**config.mk**
```make
export PLATFORM = sky130hd
export DESIGN_NAME = ec_affine_point_add_unit
export DESIGN_NICKNAME = d
export VERILOG_FILES = /design/src/hdl/ecpa_pkg.sv /design/src/hdl/ecpa_ram.sv /design/src/hdl/ecpa_datapath.sv /design/src/hdl/ecpa_ctrl.sv /design/src/hdl/ec_affine_point_add_unit.sv
export SDC_FILE = /design/constraint.sdc
export NUM_CORES = 2
export LEC_CHECK = 0
export BUFFER_PORTS_ARGS = -buffer_cell sky130_fd_sc_hd__buf_2
export CORE_ASPECT_RATIO = 1.1
export CORE_MARGIN = 2
export CORE_UTILIZATION = 27
export DETAILED_ROUTE_END_ITERATION = 8
export PLACE_DENSITY = 0.38
export SYNTH_ARGS = -nofsm -noshare
export SYNTH_HDL_FRONTEND = slang
export SYNTH_HIERARCHICAL = 1
export SYNTH_SLANG_ARGS = --single-unit
```
**constraint.sdc**
```tcl
create_clock -name clk_i -period 23.4 [get_ports clk_i]
set_input_delay 4.68 -clock clk_i [delete_from_list [all_inputs] [get_ports clk_i]]
set_output_delay 4.68 -clock clk_i [all_outputs]
set_load 0.05 [all_outputs]
```
**src/hdl/ecpa_pkg.sv**
```systemverilog
// ----------------------------------------------------------------------------
// ecpa_pkg: shared types and microcode for the affine point adder
// Holds the micro-instruction format, the command and status bundles between
// the controller and the datapath, storage slot names and the microprogram.
// ----------------------------------------------------------------------------
package ecpa_pkg;

  // Configuration register indexes.
  localparam logic [1:0] CFG_MODULUS = 2'd0;
  localparam logic [1:0] CFG_CURVE_A = 2'd1;
  localparam logic [1:0] CFG_CURVE_B = 2'd2;

  // Working storage slots.
  localparam int unsigned SLOT_AW = 4;
  localparam int unsigned SLOT_N  = 16;
  localparam logic [SLOT_AW-1:0] SL_PX  = 4'd0;
  localparam logic [SLOT_AW-1:0] SL_PY  = 4'd1;
  localparam logic [SLOT_AW-1:0] SL_QX  = 4'd2;
  localparam logic [SLOT_AW-1:0] SL_QY  = 4'd3;
  localparam logic [SLOT_AW-1:0] SL_A   = 4'd4;
  localparam logic [SLOT_AW-1:0] SL_B   = 4'd5;
  localparam logic [SLOT_AW-1:0] SL_T1  = 4'd6;
  localparam logic [SLOT_AW-1:0] SL_T2  = 4'd7;
  localparam logic [SLOT_AW-1:0] SL_T3  = 4'd8;
  localparam logic [SLOT_AW-1:0] SL_NUM = 4'd9;
  localparam logic [SLOT_AW-1:0] SL_DEN = 4'd10;
  localparam logic [SLOT_AW-1:0] SL_LAM = 4'd11;
  localparam logic [SLOT_AW-1:0] SL_RX  = 4'd12;
  localparam logic [SLOT_AW-1:0] SL_RY  = 4'd13;

  // Small constants of the formulas, used as immediate operands.
  localparam logic [4:0] C_ZERO  = 5'd0;
  localparam logic [4:0] C_THREE = 5'd3;
  localparam logic [4:0] C_FOUR  = 5'd4;
  localparam logic [4:0] C_SIXTN = 5'd16;
  localparam logic [4:0] C_TWSEV = 5'd27;

  // Microprogram section entry points.
  localparam int unsigned PC_W = 6;
  localparam logic [PC_W-1:0] PC_COMMON = 6'd0;
  localparam logic [PC_W-1:0] PC_COPYQ  = 6'd25;
  localparam logic [PC_W-1:0] PC_COPYP  = 6'd27;
  localparam logic [PC_W-1:0] PC_DBL    = 6'd29;
  localparam logic [PC_W-1:0] PC_CHORD  = 6'd33;
  localparam logic [PC_W-1:0] PC_INV    = 6'd35;
  localparam logic [PC_W-1:0] PC_FIN    = 6'd36;

  typedef enum logic [2:0] {
    OP_RED, OP_ADD, OP_SUB, OP_MUL, OP_INV, OP_CMP
  } op_e;

  typedef enum logic [2:0] {
    RAW_PX, RAW_PY, RAW_QX, RAW_QY, RAW_A, RAW_B
  } raw_e;

  typedef enum logic [2:0] {
    FLG_NONE, FLG_PON, FLG_SING, FLG_X, FLG_Y, FLG_NEG
  } flag_e;

  typedef struct packed {
    op_e                op;
    raw_e               src;
    logic [SLOT_AW-1:0] ra;
    logic [SLOT_AW-1:0] rb;
    logic               bimm;
    logic [4:0]         imm;
    logic [SLOT_AW-1:0] dst;
    flag_e              flg;
    logic               last;
  } instr_t;

  typedef struct packed {
    logic   load;
    logic   start;
    instr_t ins;
  } cmd_t;

  typedef struct packed {
    logic done;
    logic pinf;
    logic qinf;
    logic pon;
    logic sing;
    logic x_eq;
    logic y_eq;
    logic neg_eq;
    logic inv_ok;
  } sts_t;

  function automatic instr_t ui(op_e op, raw_e src, logic [SLOT_AW-1:0] ra,
                                logic [SLOT_AW-1:0] rb, logic bimm, logic [4:0] imm,
                                logic [SLOT_AW-1:0] dst, flag_e flg, logic last);
    instr_t r;
    r.op   = op;
    r.src  = src;
    r.ra   = ra;
    r.rb   = rb;
    r.bimm = bimm;
    r.imm  = imm;
    r.dst  = dst;
    r.flg  = flg;
    r.last = last;
    return r;
  endfunction

  function automatic instr_t ucode(logic [PC_W-1:0] pc);
    instr_t r;
    case (pc)
      // Reduce inputs and coefficients.
      6'd0:  r = ui(OP_RED, RAW_PX, SL_PX, SL_PX, 1'b0, C_ZERO, SL_PX, FLG_NONE, 1'b0);
      6'd1:  r = ui(OP_RED, RAW_PY, SL_PX, SL_PX, 1'b0, C_ZERO, SL_PY, FLG_NONE, 1'b0);
      6'd2:  r = ui(OP_RED, RAW_QX, SL_PX, SL_PX, 1'b0, C_ZERO, SL_QX, FLG_NONE, 1'b0);
      6'd3:  r = ui(OP_RED, RAW_QY, SL_PX, SL_PX, 1'b0, C_ZERO, SL_QY, FLG_NONE, 1'b0);
      6'd4:  r = ui(OP_RED, RAW_A,  SL_PX, SL_PX, 1'b0, C_ZERO, SL_A,  FLG_NONE, 1'b0);
      6'd5:  r = ui(OP_RED, RAW_B,  SL_PX, SL_PX, 1'b0, C_ZERO, SL_B,  FLG_NONE, 1'b0);
      // Curve test on P.
      6'd6:  r = ui(OP_MUL, RAW_PX, SL_PY, SL_PY, 1'b0, C_ZERO, SL_T1, FLG_NONE, 1'b0);
      6'd7:  r = ui(OP_MUL, RAW_PX, SL_PX, SL_PX, 1'b0, C_ZERO, SL_T2, FLG_NONE, 1'b0);
      6'd8:  r = ui(OP_MUL, RAW_PX, SL_T2, SL_PX, 1'b0, C_ZERO, SL_T2, FLG_NONE, 1'b0);
      6'd9:  r = ui(OP_MUL, RAW_PX, SL_A,  SL_PX, 1'b0, C_ZERO, SL_T3, FLG_NONE, 1'b0);
      6'd10: r = ui(OP_ADD, RAW_PX, SL_T2, SL_T3, 1'b0, C_ZERO, SL_T2, FLG_NONE, 1'b0);
      6'd11: r = ui(OP_ADD, RAW_PX, SL_T2, SL_B,  1'b0, C_ZERO, SL_T2, FLG_NONE, 1'b0);
      6'd12: r = ui(OP_CMP, RAW_PX, SL_T1, SL_T2, 1'b0, C_ZERO, SL_T1, FLG_PON,  1'b0);
      // Discriminant; the sign does not change whether it is zero.
      6'd13: r = ui(OP_MUL, RAW_PX, SL_A,  SL_A,  1'b0, C_ZERO,  SL_T1, FLG_NONE, 1'b0);
      6'd14: r = ui(OP_MUL, RAW_PX, SL_T1, SL_A,  1'b0, C_ZERO,  SL_T1, FLG_NONE, 1'b0);
      6'd15: r = ui(OP_MUL, RAW_PX, SL_T1, SL_A,  1'b1, C_FOUR,  SL_T1, FLG_NONE, 1'b0);
      6'd16: r = ui(OP_MUL, RAW_PX, SL_B,  SL_B,  1'b0, C_ZERO,  SL_T2, FLG_NONE, 1'b0);
      6'd17: r = ui(OP_MUL, RAW_PX, SL_T2, SL_B,  1'b1, C_TWSEV, SL_T2, FLG_NONE, 1'b0);
      6'd18: r = ui(OP_ADD, RAW_PX, SL_T1, SL_T2, 1'b0, C_ZERO,  SL_T1, FLG_NONE, 1'b0);
      6'd19: r = ui(OP_MUL, RAW_PX, SL_T1, SL_A,  1'b1, C_SIXTN, SL_T1, FLG_NONE, 1'b0);
      6'd20: r = ui(OP_CMP, RAW_PX, SL_T1, SL_A,  1'b1, C_ZERO,  SL_T1, FLG_SING, 1'b0);
      // Case tests: Q is -P when py + qy is zero.
      6'd21: r = ui(OP_ADD, RAW_PX, SL_PY, SL_QY, 1'b0, C_ZERO, SL_T1, FLG_NONE, 1'b0);
      6'd22: r = ui(OP_CMP, RAW_PX, SL_T1, SL_A,  1'b1, C_ZERO, SL_T1, FLG_NEG,  1'b0);
      6'd23: r = ui(OP_CMP, RAW_PX, SL_PX, SL_QX, 1'b0, C_ZERO, SL_T1, FLG_X,    1'b0);
      6'd24: r = ui(OP_CMP, RAW_PX, SL_PY, SL_QY, 1'b0, C_ZERO, SL_T1, FLG_Y,    1'b1);
      // Pass one point through.
      6'd25: r = ui(OP_ADD, RAW_PX, SL_QX, SL_A, 1'b1, C_ZERO, SL_RX, FLG_NONE, 1'b0);
      6'd26: r = ui(OP_ADD, RAW_PX, SL_QY, SL_A, 1'b1, C_ZERO, SL_RY, FLG_NONE, 1'b1);
      6'd27: r = ui(OP_ADD, RAW_PX, SL_PX, SL_A, 1'b1, C_ZERO, SL_RX, FLG_NONE, 1'b0);
      6'd28: r = ui(OP_ADD, RAW_PX, SL_PY, SL_A, 1'b1, C_ZERO, SL_RY, FLG_NONE, 1'b1);
      // Tangent numerator and denominator.
      6'd29: r = ui(OP_MUL, RAW_PX, SL_PX, SL_PX, 1'b0, C_ZERO,  SL_T1,  FLG_NONE, 1'b0);
      6'd30: r = ui(OP_MUL, RAW_PX, SL_T1, SL_A,  1'b1, C_THREE, SL_T1,  FLG_NONE, 1'b0);
      6'd31: r = ui(OP_ADD, RAW_PX, SL_T1, SL_A,  1'b0, C_ZERO,  SL_NUM, FLG_NONE, 1'b0);
      6'd32: r = ui(OP_ADD, RAW_PX, SL_PY, SL_PY, 1'b0, C_ZERO,  SL_DEN, FLG_NONE, 1'b1);
      // Chord numerator and denominator.
      6'd33: r = ui(OP_SUB, RAW_PX, SL_QY, SL_PY, 1'b0, C_ZERO, SL_NUM, FLG_NONE, 1'b0);
      6'd34: r = ui(OP_SUB, RAW_PX, SL_QX, SL_PX, 1'b0, C_ZERO, SL_DEN, FLG_NONE, 1'b1);
      // Inverse of the denominator.
      6'd35: r = ui(OP_INV, RAW_PX, SL_DEN, SL_A, 1'b0, C_ZERO, SL_T1, FLG_NONE, 1'b1);
      // Slope and the new point.
      6'd36: r = ui(OP_MUL, RAW_PX, SL_NUM, SL_T1,  1'b0, C_ZERO, SL_LAM, FLG_NONE, 1'b0);
      6'd37: r = ui(OP_MUL, RAW_PX, SL_LAM, SL_LAM, 1'b0, C_ZERO, SL_T2,  FLG_NONE, 1'b0);
      6'd38: r = ui(OP_SUB, RAW_PX, SL_T2,  SL_PX,  1'b0, C_ZERO, SL_T2,  FLG_NONE, 1'b0);
      6'd39: r = ui(OP_SUB, RAW_PX, SL_T2,  SL_QX,  1'b0, C_ZERO, SL_T2,  FLG_NONE, 1'b0);
      6'd40: r = ui(OP_ADD, RAW_PX, SL_T2,  SL_A,   1'b1, C_ZERO, SL_RX,  FLG_NONE, 1'b0);
      6'd41: r = ui(OP_SUB, RAW_PX, SL_PX,  SL_T2,  1'b0, C_ZERO, SL_T3,  FLG_NONE, 1'b0);
      6'd42: r = ui(OP_MUL, RAW_PX, SL_LAM, SL_T3,  1'b0, C_ZERO, SL_T3,  FLG_NONE, 1'b0);
      6'd43: r = ui(OP_SUB, RAW_PX, SL_T3,  SL_PY,  1'b0, C_ZERO, SL_RY,  FLG_NONE, 1'b1);
      default: r = ui(OP_CMP, RAW_PX, SL_T1, SL_T1, 1'b0, C_ZERO, SL_T1, FLG_NONE, 1'b1);
    endcase
    return r;
  endfunction

endpackage

```
**src/hdl/ecpa_ram.sv**
```systemverilog
// ----------------------------------------------------------------------------
// ecpa_ram: generic storage array
// One write port and two read ports, read data registered.
// ----------------------------------------------------------------------------
module ecpa_ram #(
  parameter int unsigned WIDTH = 32,
  parameter int unsigned DEPTH = 16
) (
  input  logic                     clk_i,
  input  logic                     we_i,
  input  logic [$clog2(DEPTH)-1:0] waddr_i,
  input  logic [WIDTH-1:0]         wdata_i,
  input  logic [$clog2(DEPTH)-1:0] raddr_a_i,
  input  logic [$clog2(DEPTH)-1:0] raddr_b_i,
  output logic [WIDTH-1:0]         rdata_a_o,
  output logic [WIDTH-1:0]         rdata_b_o
);

  logic [WIDTH-1:0] mem_q [DEPTH];
  logic [WIDTH-1:0] rda_q;
  logic [WIDTH-1:0] rdb_q;

  always_ff @(posedge clk_i) begin
    if (we_i) begin
      mem_q[waddr_i] <= wdata_i;
    end
    rda_q <= mem_q[raddr_a_i];
    rdb_q <= mem_q[raddr_b_i];
  end

  assign rdata_a_o = rda_q;
  assign rdata_b_o = rdb_q;

endmodule

```
**src/hdl/ecpa_datapath.sv**
```systemverilog
// ----------------------------------------------------------------------------
// ecpa_datapath: modular arithmetic unit with working storage
// Executes one micro-instruction at a time: reduction and multiplication one
// bit per cycle, add, subtract and compare without iteration, and inversion
// by the extended Euclidean algorithm with a bit-serial divider.
// ----------------------------------------------------------------------------
module ecpa_datapath #(
  parameter int unsigned W = 32
) (
  input  logic            clk_i,
  input  logic            rst_ni,
  input  ecpa_pkg::cmd_t  cmd_i,
  output ecpa_pkg::sts_t  sts_o,
  input  logic [W-1:0]    mod_i,
  input  logic [W-1:0]    cfg_a_i,
  input  logic [W-1:0]    cfg_b_i,
  input  logic [W-1:0]    in_px_i,
  input  logic [W-1:0]    in_py_i,
  input  logic [W-1:0]    in_qx_i,
  input  logic [W-1:0]    in_qy_i,
  input  logic            in_pinf_i,
  input  logic            in_qinf_i,
  output logic [W-1:0]    rx_o,
  output logic [W-1:0]    ry_o
);

  localparam int unsigned CW = $clog2(W);

  function automatic logic [W-1:0] addm(logic [W-1:0] x, logic [W-1:0] y,
                                        logic [W-1:0] m);
    logic [W:0] s;
    s = {1'b0, x} + {1'b0, y};
    if (s >= {1'b0, m}) begin
      s = s - {1'b0, m};
    end
    return s[W-1:0];
  endfunction

  function automatic logic [W-1:0] subm(logic [W-1:0] x, logic [W-1:0] y,
                                        logic [W-1:0] m);
    logic [W-1:0] d;
    d = x - y;
    if (x < y) begin
      d = d + m;
    end
    return d;
  endfunction

  logic [W-1:0] m;
  logic [W-1:0] rd_a, rd_b, raw_sel, opa, opb;
  logic [W-1:0] res;
  logic         done, we;

  logic [W-1:0] px_q, py_q, qx_q, qy_q;
  logic         pinf_q, qinf_q;
  logic [W-1:0] rx_q, rx_d, ry_q, ry_d;

  logic                      busy_q, busy_d, div_q, div_d;
  ecpa_pkg::op_e             op_q, op_d;
  ecpa_pkg::flag_e           flg_q, flg_d;
  logic [ecpa_pkg::SLOT_AW-1:0] dst_q, dst_d;
  logic [CW-1:0]             cnt_q, cnt_d;
  logic [W-1:0]              a_q, a_d, b_q, b_d, acc_q, acc_d, qt_q, qt_d;
  logic [W-1:0]              r0_q, r0_d, r1_q, r1_d, t0_q, t0_d, t1_q, t1_d;
  logic pon_q, pon_d, sing_q, sing_d, xeq_q, xeq_d, yeq_q, yeq_d;
  logic neg_q, neg_d, inv_q, inv_d;

  assign m = (mod_i == '0) ? W'(1) : mod_i;

  ecpa_ram #(
    .WIDTH (W),
    .DEPTH (ecpa_pkg::SLOT_N)
  ) u_ram (
    .clk_i     (clk_i),
    .we_i      (we),
    .waddr_i   (dst_q),
    .wdata_i   (res),
    .raddr_a_i (cmd_i.ins.ra),
    .raddr_b_i (cmd_i.ins.rb),
    .rdata_a_o (rd_a),
    .rdata_b_o (rd_b)
  );

  always_comb begin
    case (cmd_i.ins.src)
      ecpa_pkg::RAW_PX: raw_sel = px_q;
      ecpa_pkg::RAW_PY: raw_sel = py_q;
      ecpa_pkg::RAW_QX: raw_sel = qx_q;
      ecpa_pkg::RAW_QY: raw_sel = qy_q;
      ecpa_pkg::RAW_A:  raw_sel = cfg_a_i;
      ecpa_pkg::RAW_B:  raw_sel = cfg_b_i;
      default:          raw_sel = px_q;
    endcase
  end

  assign opa = (cmd_i.ins.op == ecpa_pkg::OP_RED) ? raw_sel : rd_a;
  assign opb = cmd_i.ins.bimm ? W'(cmd_i.ins.imm) : rd_b;

  always_comb begin
    logic [W:0]   sh;
    logic [W-1:0] t;
    logic         qb;
    sh     = '0;
    t      = '0;
    qb     = 1'b0;
    busy_d = busy_q;
    div_d  = div_q;
    op_d   = op_q;
    flg_d  = flg_q;
    dst_d  = dst_q;
    cnt_d  = cnt_q;
    a_d    = a_q;
    b_d    = b_q;
    acc_d  = acc_q;
    qt_d   = qt_q;
    r0_d   = r0_q;
    r1_d   = r1_q;
    t0_d   = t0_q;
    t1_d   = t1_q;
    pon_d  = pon_q;
    sing_d = sing_q;
    xeq_d  = xeq_q;
    yeq_d  = yeq_q;
    neg_d  = neg_q;
    inv_d  = inv_q;
    done   = 1'b0;
    res    = '0;

    if (busy_q) begin
      case (op_q)
        ecpa_pkg::OP_ADD: begin
          res  = addm(a_q, b_q, m);
          done = 1'b1;
        end
        ecpa_pkg::OP_SUB: begin
          res  = subm(a_q, b_q, m);
          done = 1'b1;
        end
        ecpa_pkg::OP_CMP: begin
          done = 1'b1;
        end
        ecpa_pkg::OP_RED: begin
          sh = {acc_q, b_q[W-1]};
          if (sh >= {1'b0, m}) begin
            sh = sh - {1'b0, m};
          end
          acc_d = sh[W-1:0];
          b_d   = b_q << 1;
          cnt_d = cnt_q - 1'b1;
          if (cnt_q == '0) begin
            done = 1'b1;
            res  = sh[W-1:0];
          end
        end
        ecpa_pkg::OP_MUL: begin
          // Multiplier bits enter from the top: double, then add.
          t = addm(acc_q, acc_q, m);
          if (b_q[W-1]) begin
            t = addm(t, a_q, m);
          end
          acc_d = t;
          b_d   = b_q << 1;
          cnt_d = cnt_q - 1'b1;
          if (cnt_q == '0) begin
            done = 1'b1;
            res  = t;
          end
        end
        ecpa_pkg::OP_INV: begin
          if (!div_q) begin
            if (r1_q == '0) begin
              done  = 1'b1;
              res   = t0_q;
              inv_d = (r0_q == W'(1));
            end else begin
              div_d = 1'b1;
              acc_d = '0;
              b_d   = r0_q;
              qt_d  = '0;
              cnt_d = CW'(W - 1);
            end
          end else begin
            // Long division of r0 by r1; the quotient times t1 builds up
            // alongside, one quotient bit per cycle.
            sh = {acc_q, b_q[W-1]};
            qb = (sh >= {1'b0, r1_q});
            if (qb) begin
              sh = sh - {1'b0, r1_q};
            end
            acc_d = sh[W-1:0];
            t = addm(qt_q, qt_q, m);
            if (qb) begin
              t = addm(t, t1_q, m);
            end
            qt_d  = t;
            b_d   = b_q << 1;
            cnt_d = cnt_q - 1'b1;
            if (cnt_q == '0) begin
              r0_d  = r1_q;
              r1_d  = sh[W-1:0];
              t0_d  = t1_q;
              t1_d  = subm(t0_q, t, m);
              div_d = 1'b0;
            end
          end
        end
        default: begin
          done = 1'b1;
        end
      endcase

      if (done) begin
        busy_d = 1'b0;
        if (op_q == ecpa_pkg::OP_CMP) begin
          case (flg_q)
            ecpa_pkg::FLG_PON:  pon_d  = (a_q == b_q);
            ecpa_pkg::FLG_SING: sing_d = (a_q == b_q);
            ecpa_pkg::FLG_X:    xeq_d  = (a_q == b_q);
            ecpa_pkg::FLG_Y:    yeq_d  = (a_q == b_q);
            ecpa_pkg::FLG_NEG:  neg_d  = (a_q == b_q);
            default: ;
          endcase
        end
      end
    end

    if (cmd_i.start) begin
      busy_d = 1'b1;
      div_d  = 1'b0;
      op_d   = cmd_i.ins.op;
      flg_d  = cmd_i.ins.flg;
      dst_d  = cmd_i.ins.dst;
      cnt_d  = CW'(W - 1);
      a_d    = opa;
      b_d    = (cmd_i.ins.op == ecpa_pkg::OP_RED) ? opa : opb;
      acc_d  = '0;
      r0_d   = m;
      r1_d   = opa;
      t0_d   = '0;
      t1_d   = (m == W'(1)) ? '0 : W'(1);
    end
  end

  assign we = done && (op_q != ecpa_pkg::OP_CMP);

  always_comb begin
    rx_d = rx_q;
    ry_d = ry_q;
    if (we && dst_q == ecpa_pkg::SL_RX) begin
      rx_d = res;
    end
    if (we && dst_q == ecpa_pkg::SL_RY) begin
      ry_d = res;
    end
  end

  always_ff @(posedge clk_i or negedge rst_ni) begin
    if (!rst_ni) begin
      busy_q <= 1'b0;
      div_q  <= 1'b0;
      op_q   <= ecpa_pkg::OP_CMP;
      flg_q  <= ecpa_pkg::FLG_NONE;
      pon_q  <= 1'b0;
      sing_q <= 1'b0;
      xeq_q  <= 1'b0;
      yeq_q  <= 1'b0;
      neg_q  <= 1'b0;
      inv_q  <= 1'b0;
      pinf_q <= 1'b0;
      qinf_q <= 1'b0;
    end else begin
      busy_q <= busy_d;
      div_q  <= div_d;
      op_q   <= op_d;
      flg_q  <= flg_d;
      pon_q  <= pon_d;
      sing_q <= sing_d;
      xeq_q  <= xeq_d;
      yeq_q  <= yeq_d;
      neg_q  <= neg_d;
      inv_q  <= inv_d;
      if (cmd_i.load) begin
        pinf_q <= in_pinf_i;
        qinf_q <= in_qinf_i;
      end
    end
  end

  always_ff @(posedge clk_i) begin
    dst_q <= dst_d;
    cnt_q <= cnt_d;
    a_q   <= a_d;
    b_q   <= b_d;
    acc_q <= acc_d;
    qt_q  <= qt_d;
    r0_q  <= r0_d;
    r1_q  <= r1_d;
    t0_q  <= t0_d;
    t1_q  <= t1_d;
    rx_q  <= rx_d;
    ry_q  <= ry_d;
    if (cmd_i.load) begin
      px_q <= in_px_i;
      py_q <= in_py_i;
      qx_q <= in_qx_i;
      qy_q <= in_qy_i;
    end
  end

  assign sts_o.done   = done;
  assign sts_o.pinf   = pinf_q;
  assign sts_o.qinf   = qinf_q;
  assign sts_o.pon    = pon_q;
  assign sts_o.sing   = sing_q;
  assign sts_o.x_eq   = xeq_q;
  assign sts_o.y_eq   = yeq_q;
  assign sts_o.neg_eq = neg_q;
  assign sts_o.inv_ok = inv_q;
  assign rx_o = rx_q;
  assign ry_o = ry_q;

endmodule

```
**src/hdl/ecpa_ctrl.sv**
```systemverilog
// ----------------------------------------------------------------------------
// ecpa_ctrl: sequencer for the affine point adder
// Steps through the microprogram, picks the addition case from the datapath
// flags and hands the finished result to the output register.
// ----------------------------------------------------------------------------
module ecpa_ctrl (
  input  logic           clk_i,
  input  logic           rst_ni,
  input  logic           in_valid_i,
  output logic           in_ready_o,
  input  logic           out_free_i,
  output logic           out_load_o,
  output logic           out_inf_o,
  output ecpa_pkg::cmd_t cmd_o,
  input  ecpa_pkg::sts_t sts_i
);

  typedef enum logic [5:0] {
    ST_IDLE = 6'b000001,
    ST_RD   = 6'b000010,
    ST_GO   = 6'b000100,
    ST_WT   = 6'b001000,
    ST_BR   = 6'b010000,
    ST_OUT  = 6'b100000
  } state_e;

  typedef enum logic [2:0] {
    SEC_COMMON, SEC_COPY, SEC_SLOPE, SEC_INV, SEC_FIN
  } sec_e;

  state_e                     state_q, state_d;
  sec_e                       sec_q, sec_d;
  logic [ecpa_pkg::PC_W-1:0]  pc_q, pc_d;
  logic                       inf_q, inf_d;
  logic                       accept;
  ecpa_pkg::instr_t           ins;

  assign ins    = ecpa_pkg::ucode(pc_q);
  assign accept = (state_q == ST_IDLE) && in_valid_i;

  always_comb begin
    state_d    = state_q;
    sec_d      = sec_q;
    pc_d       = pc_q;
    inf_d      = inf_q;
    out_load_o = 1'b0;
    case (state_q)
      ST_IDLE: begin
        if (in_valid_i) begin
          state_d = ST_RD;
          sec_d   = SEC_COMMON;
          pc_d    = ecpa_pkg::PC_COMMON;
          inf_d   = 1'b0;
        end
      end
      ST_RD: state_d = ST_GO;
      ST_GO: state_d = ST_WT;
      ST_WT: begin
        if (sts_i.done) begin
          if (ins.last) begin
            state_d = ST_BR;
          end else begin
            pc_d    = pc_q + 1'b1;
            state_d = ST_RD;
          end
        end
      end
      ST_BR: begin
        state_d = ST_RD;
        case (sec_q)
          SEC_COMMON: begin
            if (sts_i.pinf && sts_i.qinf) begin
              inf_d   = 1'b1;
              state_d = ST_OUT;
            end else if (sts_i.pinf) begin
              sec_d = SEC_COPY;
              pc_d  = ecpa_pkg::PC_COPYQ;
            end else if (sts_i.qinf) begin
              sec_d = SEC_COPY;
              pc_d  = ecpa_pkg::PC_COPYP;
            end else if (sts_i.x_eq && sts_i.neg_eq) begin
              inf_d   = 1'b1;
              state_d = ST_OUT;
            end else if (sts_i.x_eq && sts_i.y_eq) begin
              sec_d = SEC_SLOPE;
              pc_d  = ecpa_pkg::PC_DBL;
            end else begin
              sec_d = SEC_SLOPE;
              pc_d  = ecpa_pkg::PC_CHORD;
            end
          end
          SEC_SLOPE: begin
            sec_d = SEC_INV;
            pc_d  = ecpa_pkg::PC_INV;
          end
          SEC_INV: begin
            if (sts_i.inv_ok) begin
              sec_d = SEC_FIN;
              pc_d  = ecpa_pkg::PC_FIN;
            end else begin
              inf_d   = 1'b1;
              state_d = ST_OUT;
            end
          end
          default: state_d = ST_OUT;
        endcase
      end
      ST_OUT: begin
        if (out_free_i) begin
          out_load_o = 1'b1;
          state_d    = ST_IDLE;
        end
      end
      default: state_d = ST_IDLE;
    endcase
  end

  always_ff @(posedge clk_i or negedge rst_ni) begin
    if (!rst_ni) begin
      state_q <= ST_IDLE;
      sec_q   <= SEC_COMMON;
      pc_q    <= ecpa_pkg::PC_COMMON;
      inf_q   <= 1'b0;
    end else begin
      state_q <= state_d;
      sec_q   <= sec_d;
      pc_q    <= pc_d;
      inf_q   <= inf_d;
    end
  end

  assign in_ready_o  = (state_q == ST_IDLE);
  assign out_inf_o   = inf_q;
  assign cmd_o.load  = accept;
  assign cmd_o.start = (state_q == ST_GO);
  assign cmd_o.ins   = ins;

endmodule

```
**src/hdl/ec_affine_point_add_unit.sv**
```systemverilog
// ----------------------------------------------------------------------------
// ec_affine_point_add_unit: affine point addition on y^2 = x^3 + ax + b
// Adds two points modulo a configurable modulus, and reports whether P lies
// on the curve and whether the configured curve is singular.
// ----------------------------------------------------------------------------
//  channel   direction  beat contents
//  s_axis    in         tdata {q_y, q_x, p_y, p_x}, tuser {q_inf, p_inf}
//  m_axis    out        tdata {r_y, r_x}, tuser {curve_singular, p_on_curve, r_inf}
//  cfg       in         cfg_index_i: 0 modulus, 1 curve_a, 2 curve_b
//
// One point pair is worked on at a time. Each micro-instruction passes through
// a read state and an issue state before it executes: a reduction or a
// multiplication bit-serially, add, subtract or compare without iteration.
// The inversion runs Euclid steps, each a bit-serial division, at most about
// 1.44 * FIELD_BITS of them. Doubling and chord addition differ only in the
// slope section; the special cases finish without an inversion. A finished
// result waits in the output register while the next pair is taken. Reset
// loads the default curve; configuration is always ready.
// ----------------------------------------------------------------------------
module ec_affine_point_add_unit #(
  parameter int unsigned FIELD_BITS = 32
) (
  input  logic                  clk_i,
  input  logic                  rst_ni,
  input  logic                  s_axis_tvalid,
  output logic                  s_axis_tready,
  input  logic [127:0]          s_axis_tdata,   // p_x, p_y, q_x, q_y
  input  logic [1:0]            s_axis_tuser,   // p_inf, q_inf
  output logic                  m_axis_tvalid,
  input  logic                  m_axis_tready,
  output logic [63:0]           m_axis_tdata,   // r_x, r_y
  output logic [2:0]            m_axis_tuser,   // r_inf, p_on_curve, curve_singular
  input  logic                  cfg_valid_i,
  output logic                  cfg_ready_o,
  input  logic [1:0]            cfg_index_i,
  input  logic [FIELD_BITS-1:0] cfg_data_i
);

  localparam int unsigned W = FIELD_BITS;

  logic [W-1:0]   mod_q, a_q, b_q;
  logic [W-1:0]   rx, ry;
  logic           out_free, out_load, out_inf;
  logic           mv_q;
  logic [63:0]    md_q;
  logic [2:0]     mu_q;
  ecpa_pkg::cmd_t cmd;
  ecpa_pkg::sts_t sts;

  assign cfg_ready_o = 1'b1;

  always_ff @(posedge clk_i or negedge rst_ni) begin
    if (!rst_ni) begin
      mod_q <= W'(33'd4294967291);
      a_q   <= '0;
      b_q   <= W'(4'd7);
    end else if (cfg_valid_i) begin
      case (cfg_index_i)
        ecpa_pkg::CFG_MODULUS: mod_q <= cfg_data_i;
        ecpa_pkg::CFG_CURVE_A: a_q   <= cfg_data_i;
        ecpa_pkg::CFG_CURVE_B: b_q   <= cfg_data_i;
        default: ;
      endcase
    end
  end

  ecpa_ctrl u_ctrl (
    .clk_i      (clk_i),
    .rst_ni     (rst_ni),
    .in_valid_i (s_axis_tvalid),
    .in_ready_o (s_axis_tready),
    .out_free_i (out_free),
    .out_load_o (out_load),
    .out_inf_o  (out_inf),
    .cmd_o      (cmd),
    .sts_i      (sts)
  );

  ecpa_datapath #(
    .W (W)
  ) u_dp (
    .clk_i     (clk_i),
    .rst_ni    (rst_ni),
    .cmd_i     (cmd),
    .sts_o     (sts),
    .mod_i     (mod_q),
    .cfg_a_i   (a_q),
    .cfg_b_i   (b_q),
    .in_px_i   (W'(s_axis_tdata[31:0])),
    .in_py_i   (W'(s_axis_tdata[63:32])),
    .in_qx_i   (W'(s_axis_tdata[95:64])),
    .in_qy_i   (W'(s_axis_tdata[127:96])),
    .in_pinf_i (s_axis_tuser[0]),
    .in_qinf_i (s_axis_tuser[1]),
    .rx_o      (rx),
    .ry_o      (ry)
  );

  assign out_free = !mv_q || m_axis_tready;

  always_ff @(posedge clk_i or negedge rst_ni) begin
    if (!rst_ni) begin
      mv_q <= 1'b0;
    end else if (out_load) begin
      mv_q <= 1'b1;
    end else if (m_axis_tready) begin
      mv_q <= 1'b0;
    end
  end

  always_ff @(posedge clk_i) begin
    if (out_load) begin
      md_q <= out_inf ? 64'd0 : {32'(ry), 32'(rx)};
      mu_q <= {sts.sing, sts.pon, out_inf};
    end
  end

  assign m_axis_tvalid = mv_q;
  assign m_axis_tdata  = md_q;
  assign m_axis_tuser  = mu_q;

endmodule

```
# Word-level counts from Yosys, hierarchy flattened
# Memories as Yosys holds them, arrays and structs flattened. A register that Yosys moved wholly into a read port is not among the register bits.
# Cells that the tools add are included.
word_totals:
  n_memories: 2
  elab_cells: 279
  rom_bits: 1792
  regBits: 653
  input_bits: 169
  mem_bits_rw: 512
memory_table:
  columns: ["name", "depth", "width", "rd", "rd_ports_with_merged_regs", "wr", "line", "text"]
  rows:
  - ["(no name shown)", 64, 28, 1, 0, 0, "ecpa_pkg.sv:108", "case (pc)"]
  - ["u_dp.u_ram.mem_q", 16, 32, 2, 2, 1, "ecpa_ram.sv:19", "logic [WIDTH-1:0] mem_q [DEPTH];"]
classes:
  magnitude_cmp: 9
  bitwise_logic: 1
  muxes: 117
  add_sub_neg: 18
  n_reduce_logical: 47
  n_eq_ne: 47
op_table:
  columns: ["cell", "n"]
  rows:
  - ["2-to-1 mux 32 bit", 50]
  - ["one-hot mux 32 bit (5 select lines)", 2]
  - ["subtractor 32 bit", 9]
  - [">= comparator 33 x 32 -> 1 bit", 7]
  - ["adder 32 x 32 -> 33 bit", 5]
  - ["2-to-1 mux 6 bit", 17]
  - ["one-hot mux 32 bit (3 select lines)", 1]
  - ["adder 32 bit", 2]
  - ["== test 32 x 1 -> 1 bit (second input constant)", 2]
  - ["logical NOT 32 bit", 2]
  - ["< comparator 32 bit", 2]
  - ["one-hot mux 32 bit (2 select lines)", 1]
  - ["one-hot mux 6 bit (3 select lines)", 3]
  - ["one-hot mux 6 bit (6 select lines)", 1]
  - ["== test 32 bit", 1]
  - ["AND reduction 4 bit", 8]
  - ["2-to-1 mux 1 bit", 27]
  - ["== test 3 x 2 -> 1 bit (second input constant)", 8]
  - ["== test 3 bit (second input constant)", 6]
  - ["2-to-1 mux 3 bit", 6]
  - ["2-to-1 mux 5 bit", 3]
  - ["AND reduction 3 bit", 5]
  - ["nonzero test 2 bit", 7]
  - ["one-hot mux 5 bit (2 select lines)", 1]
  - ["36 further kinds", 63]

# Logic depth before layout (Yosys ltp)
depth:
  word_depth: 22
  depth_mapped: 70

# By module
# Netlist, hierarchy kept.
by_module_without_submodules:
  columns: ["mod", "instances", "area_each_um2", "cells_each"]
  rows:
  - ["ecpa_datapath", 1, 44426.4, 5409]
  - ["ecpa_ram", 1, 24203.2, 1141]
  - ["ec_affine_point_add_unit", 1, 6155.9, 347]
  - ["ecpa_ctrl", 1, 2092.0, 296]

# Worst setup path after synthesis
# Ideal clock, no wire load.
synth_path:
  kind: "register -> register"
  startpoint: "register mod_q[1]"
  endpoint: "register u_dp.t1_q[31], data pin"
  arrival_time_ns: 13.926
  setup_ns: 0.142
  n_path_buf: 5
  required_ns: 23.258
  stages_incl_launch_ff: 67
  synth_period_minus_slack_ns: 14.069
  path_slack_ns: 9.331
  cell_sequence: "dfstp_2 nor4_1 nand4_1 o21ai_0 inv_1 ha_1 nand4_1 nor4_2 a2111oi_2 a2bb2oi_2 a21oi_2 and2_1 buf_6 clkbuf_1 a21boi_0 ha_1 a21o_1 a21oi_1 (+31 left out) maj3_1 nor2_1 nor2_1 ha_1 o21ai_0 a21oi_1 and3_1 a21oi_1 a211o_1 o311ai_1 o221ai_1 o211a_1 a2111oi_0 o31ai_1 a311oi_1 mux2_4 or3_1 a21oi_2"
synth_between:
  elab_chain_cells: 22
  word_cells_on_any_way: 25
  cone_classes: "add/sub (5); order compare (3); mux (16); reduce/logical (1)"
synth_lines:
  columns: ["item", "line", "text"]
  rows:
  - ["from (decl)", "ec_affine_point_add_unit.sv:41", "logic [W-1:0] mod_q, a_q, b_q;"]
  - ["from (signal assigned)", "ec_affine_point_add_unit.sv:54", "mod_q <= W'(33'd4294967291);"]
  - ["from (signal assigned)", "ec_affine_point_add_unit.sv:59", "ecpa_pkg::CFG_MODULUS: mod_q <= cfg_data_i;"]
  - ["logical NOT 32 bit", "ecpa_datapath.sv:68", "assign m = (mod_i == '0) ? W'(1) : mod_i;"]
  - ["2-to-1 mux 32 bit *", "ecpa_datapath.sv:68", null]
  - ["subtractor 32 bit / >= comparator 33 x 32 -> 1 bit (equally long branches)", "ecpa_datapath.sv:34, ecpa_datapath.sv:33", null]
  - ["2-to-1 mux 32 bit", "ecpa_datapath.sv:33", "if (s >= {1'b0, m}) begin"]
  - ["2-to-1 mux 32 bit", "ecpa_datapath.sv:170", "if (!div_q) begin"]
  - ["2-to-1 mux 32 bit", "ecpa_datapath.sv:130", "case (op_q)"]
  - ["2-to-1 mux 32 bit", "ecpa_datapath.sv:129", "if (busy_q) begin"]
  - ["adder 32 x 32 -> 33 bit", "ecpa_datapath.sv:32", "s = {1'b0, x} + {1'b0, y};"]
  - ["(+6 left out)", null, null]
  - ["subtractor 32 bit", "ecpa_datapath.sv:42", "d = x - y;"]
  - ["adder 32 bit", "ecpa_datapath.sv:44", "d = d + m;"]
  - ["2-to-1 mux 32 bit *", "ecpa_datapath.sv:43", "if (x < y) begin"]
  - ["2-to-1 mux 32 bit *", "ecpa_datapath.sv:198", "if (cnt_q == '0) begin"]
  - ["2-to-1 mux 32 bit *", "ecpa_datapath.sv:170", null]
  - ["2-to-1 mux 32 bit *", "ecpa_datapath.sv:130", null]
  - ["2-to-1 mux 32 bit *", "ecpa_datapath.sv:129", null]
  - ["2-to-1 mux 32 bit *", "ecpa_datapath.sv:227", "if (cmd_i.start) begin"]
  - ["to (signal assigned)", "ecpa_datapath.sv:299", "t1_q <= t1_d;"]
  - ["to (decl)", "ecpa_datapath.sv:64", "logic [W-1:0] r0_q, r0_d, r1_q, r1_d, t0_q, t0_d, t1_q, t1_d;"]
# Every way passes the cells marked *; elsewhere a longest branch is shown, timed or not. The select of a mux whose other input is x is not followed.
# A chain may end at the register's enable or synchronous reset.

# Final worst setup path
layout_path:
  startpoint: "register mod_q[18]"
  endpoint: "register u_dp.t1_q[31], data pin"
# Same word-level chain as after synthesis.

==> summary by stage <==
Run status
The run finished with clean final reports.

Placement
The weighted congestion at the end of routability-driven global placement is about 1. Detailed placement finished with a half-perimeter wire length of around 250000 um. In this run, placement finished with an instance count of 10900. The quantity of I/O buffers inserted on ports is ~240.

Layout
The number of fill cells in the layout is ~29000. From synthesis to final layout, the design area changed by 13.8%. Of the cells placed in the final design, the portion with a size suffix greater than 1 is 0.161. The sequential cells in the finished layout cover a total of around 0.035 sq mm. After the last flow step, the layout net total stands at between 7000 and 8000.

The multi-input combinational cell area is between 0.03 and 0.04 sq mm. u_dp/u_ram/mem_q holds more flip-flops than any other register. The final cell count without fillers is between 10000 and 15000. Measured on the finished design, the core utilization comes to 0.309. The register with the most flip-flops in the layout has about 510 of them.

STA
The time the final worst path needs with I/O delays and setup is approximately 17 ns. Setup total negative slack on the finished layout was measured at 0 ns. Setup repair after global routing left no endpoint under its margin. Of the available clock period, the critical path in the final layout requires 0.736. The worst pin sits at a relative slew slack of 0.110. The final count of negative-setup-slack endpoints is 0.

On the final layout, the worst clock skew is roughly 0.074 ns. The final count of pins violating max slew is 0. The tightest hold path in the finished design has a slack of around 0.46 ns.

The number of hold-slack violations in the final timing report was 0. The maximum frequency from static timing analysis is 0.0580 GHz. The slew at the pin closest to its max-slew limit is 1.34 ns.

CTS
The CTS sink count is 1229. The count of hold buffers inserted by post-cts repair is 0. The deepest level of the CTS H-tree is 4. The number of setup buffers added after CTS is 0. The clock reaches the later pin of the worst-skew pair after 0.84 ns.

The post-cts gate resize count is 0. Counting the buffers created by CTS gives between 150 and 200. The maximum root-to-sink buffer count is 4. After clock tree synthesis, the clock-pin slew on the worst setup and hold paths is approximately 0.06 ns. CTS placed an instance of clkbuf_16 at the clock tree root. The TritonCTS clock tree is built.

Worst setup path
The maximum fanout count along the critical path is 46. For the worst setup path, the data required time is around 24 ns. In this run the critical register-to-register path is captured at u_dp/t1_q[31]. The startpoint identified for the worst register-to-register timing path is mod_q[18]. The worst setup path is captured at a register. In this run the register-to-register setup slack is between 6 and 7 ns. The kind of critical path is reg2reg.

The slowest stage of the critical path belongs to the cell o41ai_1. In this design, the stage delay of the slowest critical-path cell is 0.64 ns. STA classifies the critical path startpoint as a register. The worst path arrival time is about 18 ns. The cell depth of the worst flop-to-flop path is 64.

Worst hold path
The worst hold path begins at u_dp/pon_q. The worst hold path was traced through 0 stages. In this run the worst hold path is classified as reg2reg. The hold-critical path endpoint is m_axis_tuser[1].

Global route
The initial antenna violation count is 28. The number of global-route vias before repair is ~61000. The pin count of the biggest net entering global routing is 155. The wire length of the first global-routing pass is 463000 um. The remaining global-route overflow is 0. The all-layer global routing usage is 0.224.

Die
The floorplan has 205 rows. The die width is around 510 um. Measured along the y axis, the die boundary spans approximately 560 um. The placeable core region is 0.283 sq mm. The count of boundary I/O pins is about 240. For this configuration, the core starts out at a cell density of 0.271. The area of the die is 0.289 sq mm.

Yosys
The netlist area before placement is about 0.077 sq mm. The synthesized area per cell is between 10 and 15 sq um. Counting every net in the synthesized netlist gives a little under 8000. The number of cells produced by synthesis is 7192. The count of synthesis-stage warnings from yosys is 6.

Routing
Wires add up to 333000 um. The per-cell routed wire length is 29.7 um. The vias per cell is around 5.4. The first detailed-routing pass ran for 6 iterations.

The detailed router finished its first iteration with 5127 violations. The final routed DRC violation total is 0. The number of nets still failing antenna checks after routing is 0. The total number of vias is about 60000.

Job
Max-cap violations in this run came to 0.
## worst max-delay path: cells and delay by family (launching register included)
kind | cells | cell delay (ns)
AOI/OAI and AO/OA | 38 | 9.65
and+or+nand+nor | 14 | 2.98
adders and majority gates | 6 | 2.08
buffers and inverters | 4 | 1.37
DFF | 1 | 0.42
muxes | 1 | 0.33
xor gates and xnor gates | 1 | 0.20
## layout by cell type (no fill, tap or decap), types with 30 or more instances in the layout
cell type / n
a211oi_1: 87
a21o_1: 133
a21oi_1: 524
a22oi_1: 151
a31oi_1: 108
and2_1: 30
and3_1: 35
buf_2: 236
buf_4: 141
clkbuf_1: 36
clkbuf_16: 160
clkinv_2: 35
dfrtp_1: 91
dfstp_2: 37
dfxtp_1: 133
edfxtp_1: 967
ha_1: 431
inv_1: 282
mux2_2: 119
mux2i_1: 77
mux4_2: 256
nand2_1: 679
nand2b_1: 59
nand3_1: 80
nand4_1: 61
nor2_1: 542
nor2b_1: 127
nor3_1: 126
nor4_1: 51
o211ai_1: 65
o21a_1: 52
o21ai_0: 459
o21bai_1: 69
o221ai_1: 31
o22ai_1: 39
xnor2_1: 225
xor2_1: 140
## final cells by class
class | instances | share of cell area
repair buffers | 381 | 0.0264
diodes | 11 | 0.000315
well taps | 3726 | 0.0533
clock inverters | 81 | 0.00804
flip-flops and latches | 1229 | 0.400
inverters | 293 | 0.0127
clock buffers | 202 | 0.0483
multi-input cells | 5257 | 0.451
## layer usage
layer  routed length [um]  vias to the layer above  global-route usage
li1                     -                    27400                   -
met4                12700                       10              0.0770
met1               144000                    30600               0.290
met5                   69                        -                   0
met2               160000                     1659               0.382
met3                16100                      408              0.0293
## worst max path at each step
stage                         start            end  slack, ns  cells after the start
after floorplan            mod_q[1]  u_dp/t1_q[31]       9.33                     66
after global placement    mod_q[18]  u_dp/t1_q[31]       5.86                     64
after detailed placement  mod_q[18]  u_dp/t1_q[31]       6.06                     64
after CTS                 mod_q[18]  u_dp/t1_q[31]       6.02                     64
after global routing      mod_q[18]  u_dp/t1_q[31]       5.09                     64
final                     mod_q[18]  u_dp/t1_q[31]       6.17                     64
## through the flow
step                cell area [sq um]  setup WS (ns)
finish                          87500           6.17
CTS                             87500           6.02
detailed placement              82500           6.06
global route                    87500           5.09
global placement                82500           5.86
floorplan                       76900           9.33
Power is not shown: default switching activity piles up to over one toggle a cycle in this logic, so the estimate is an artifact.
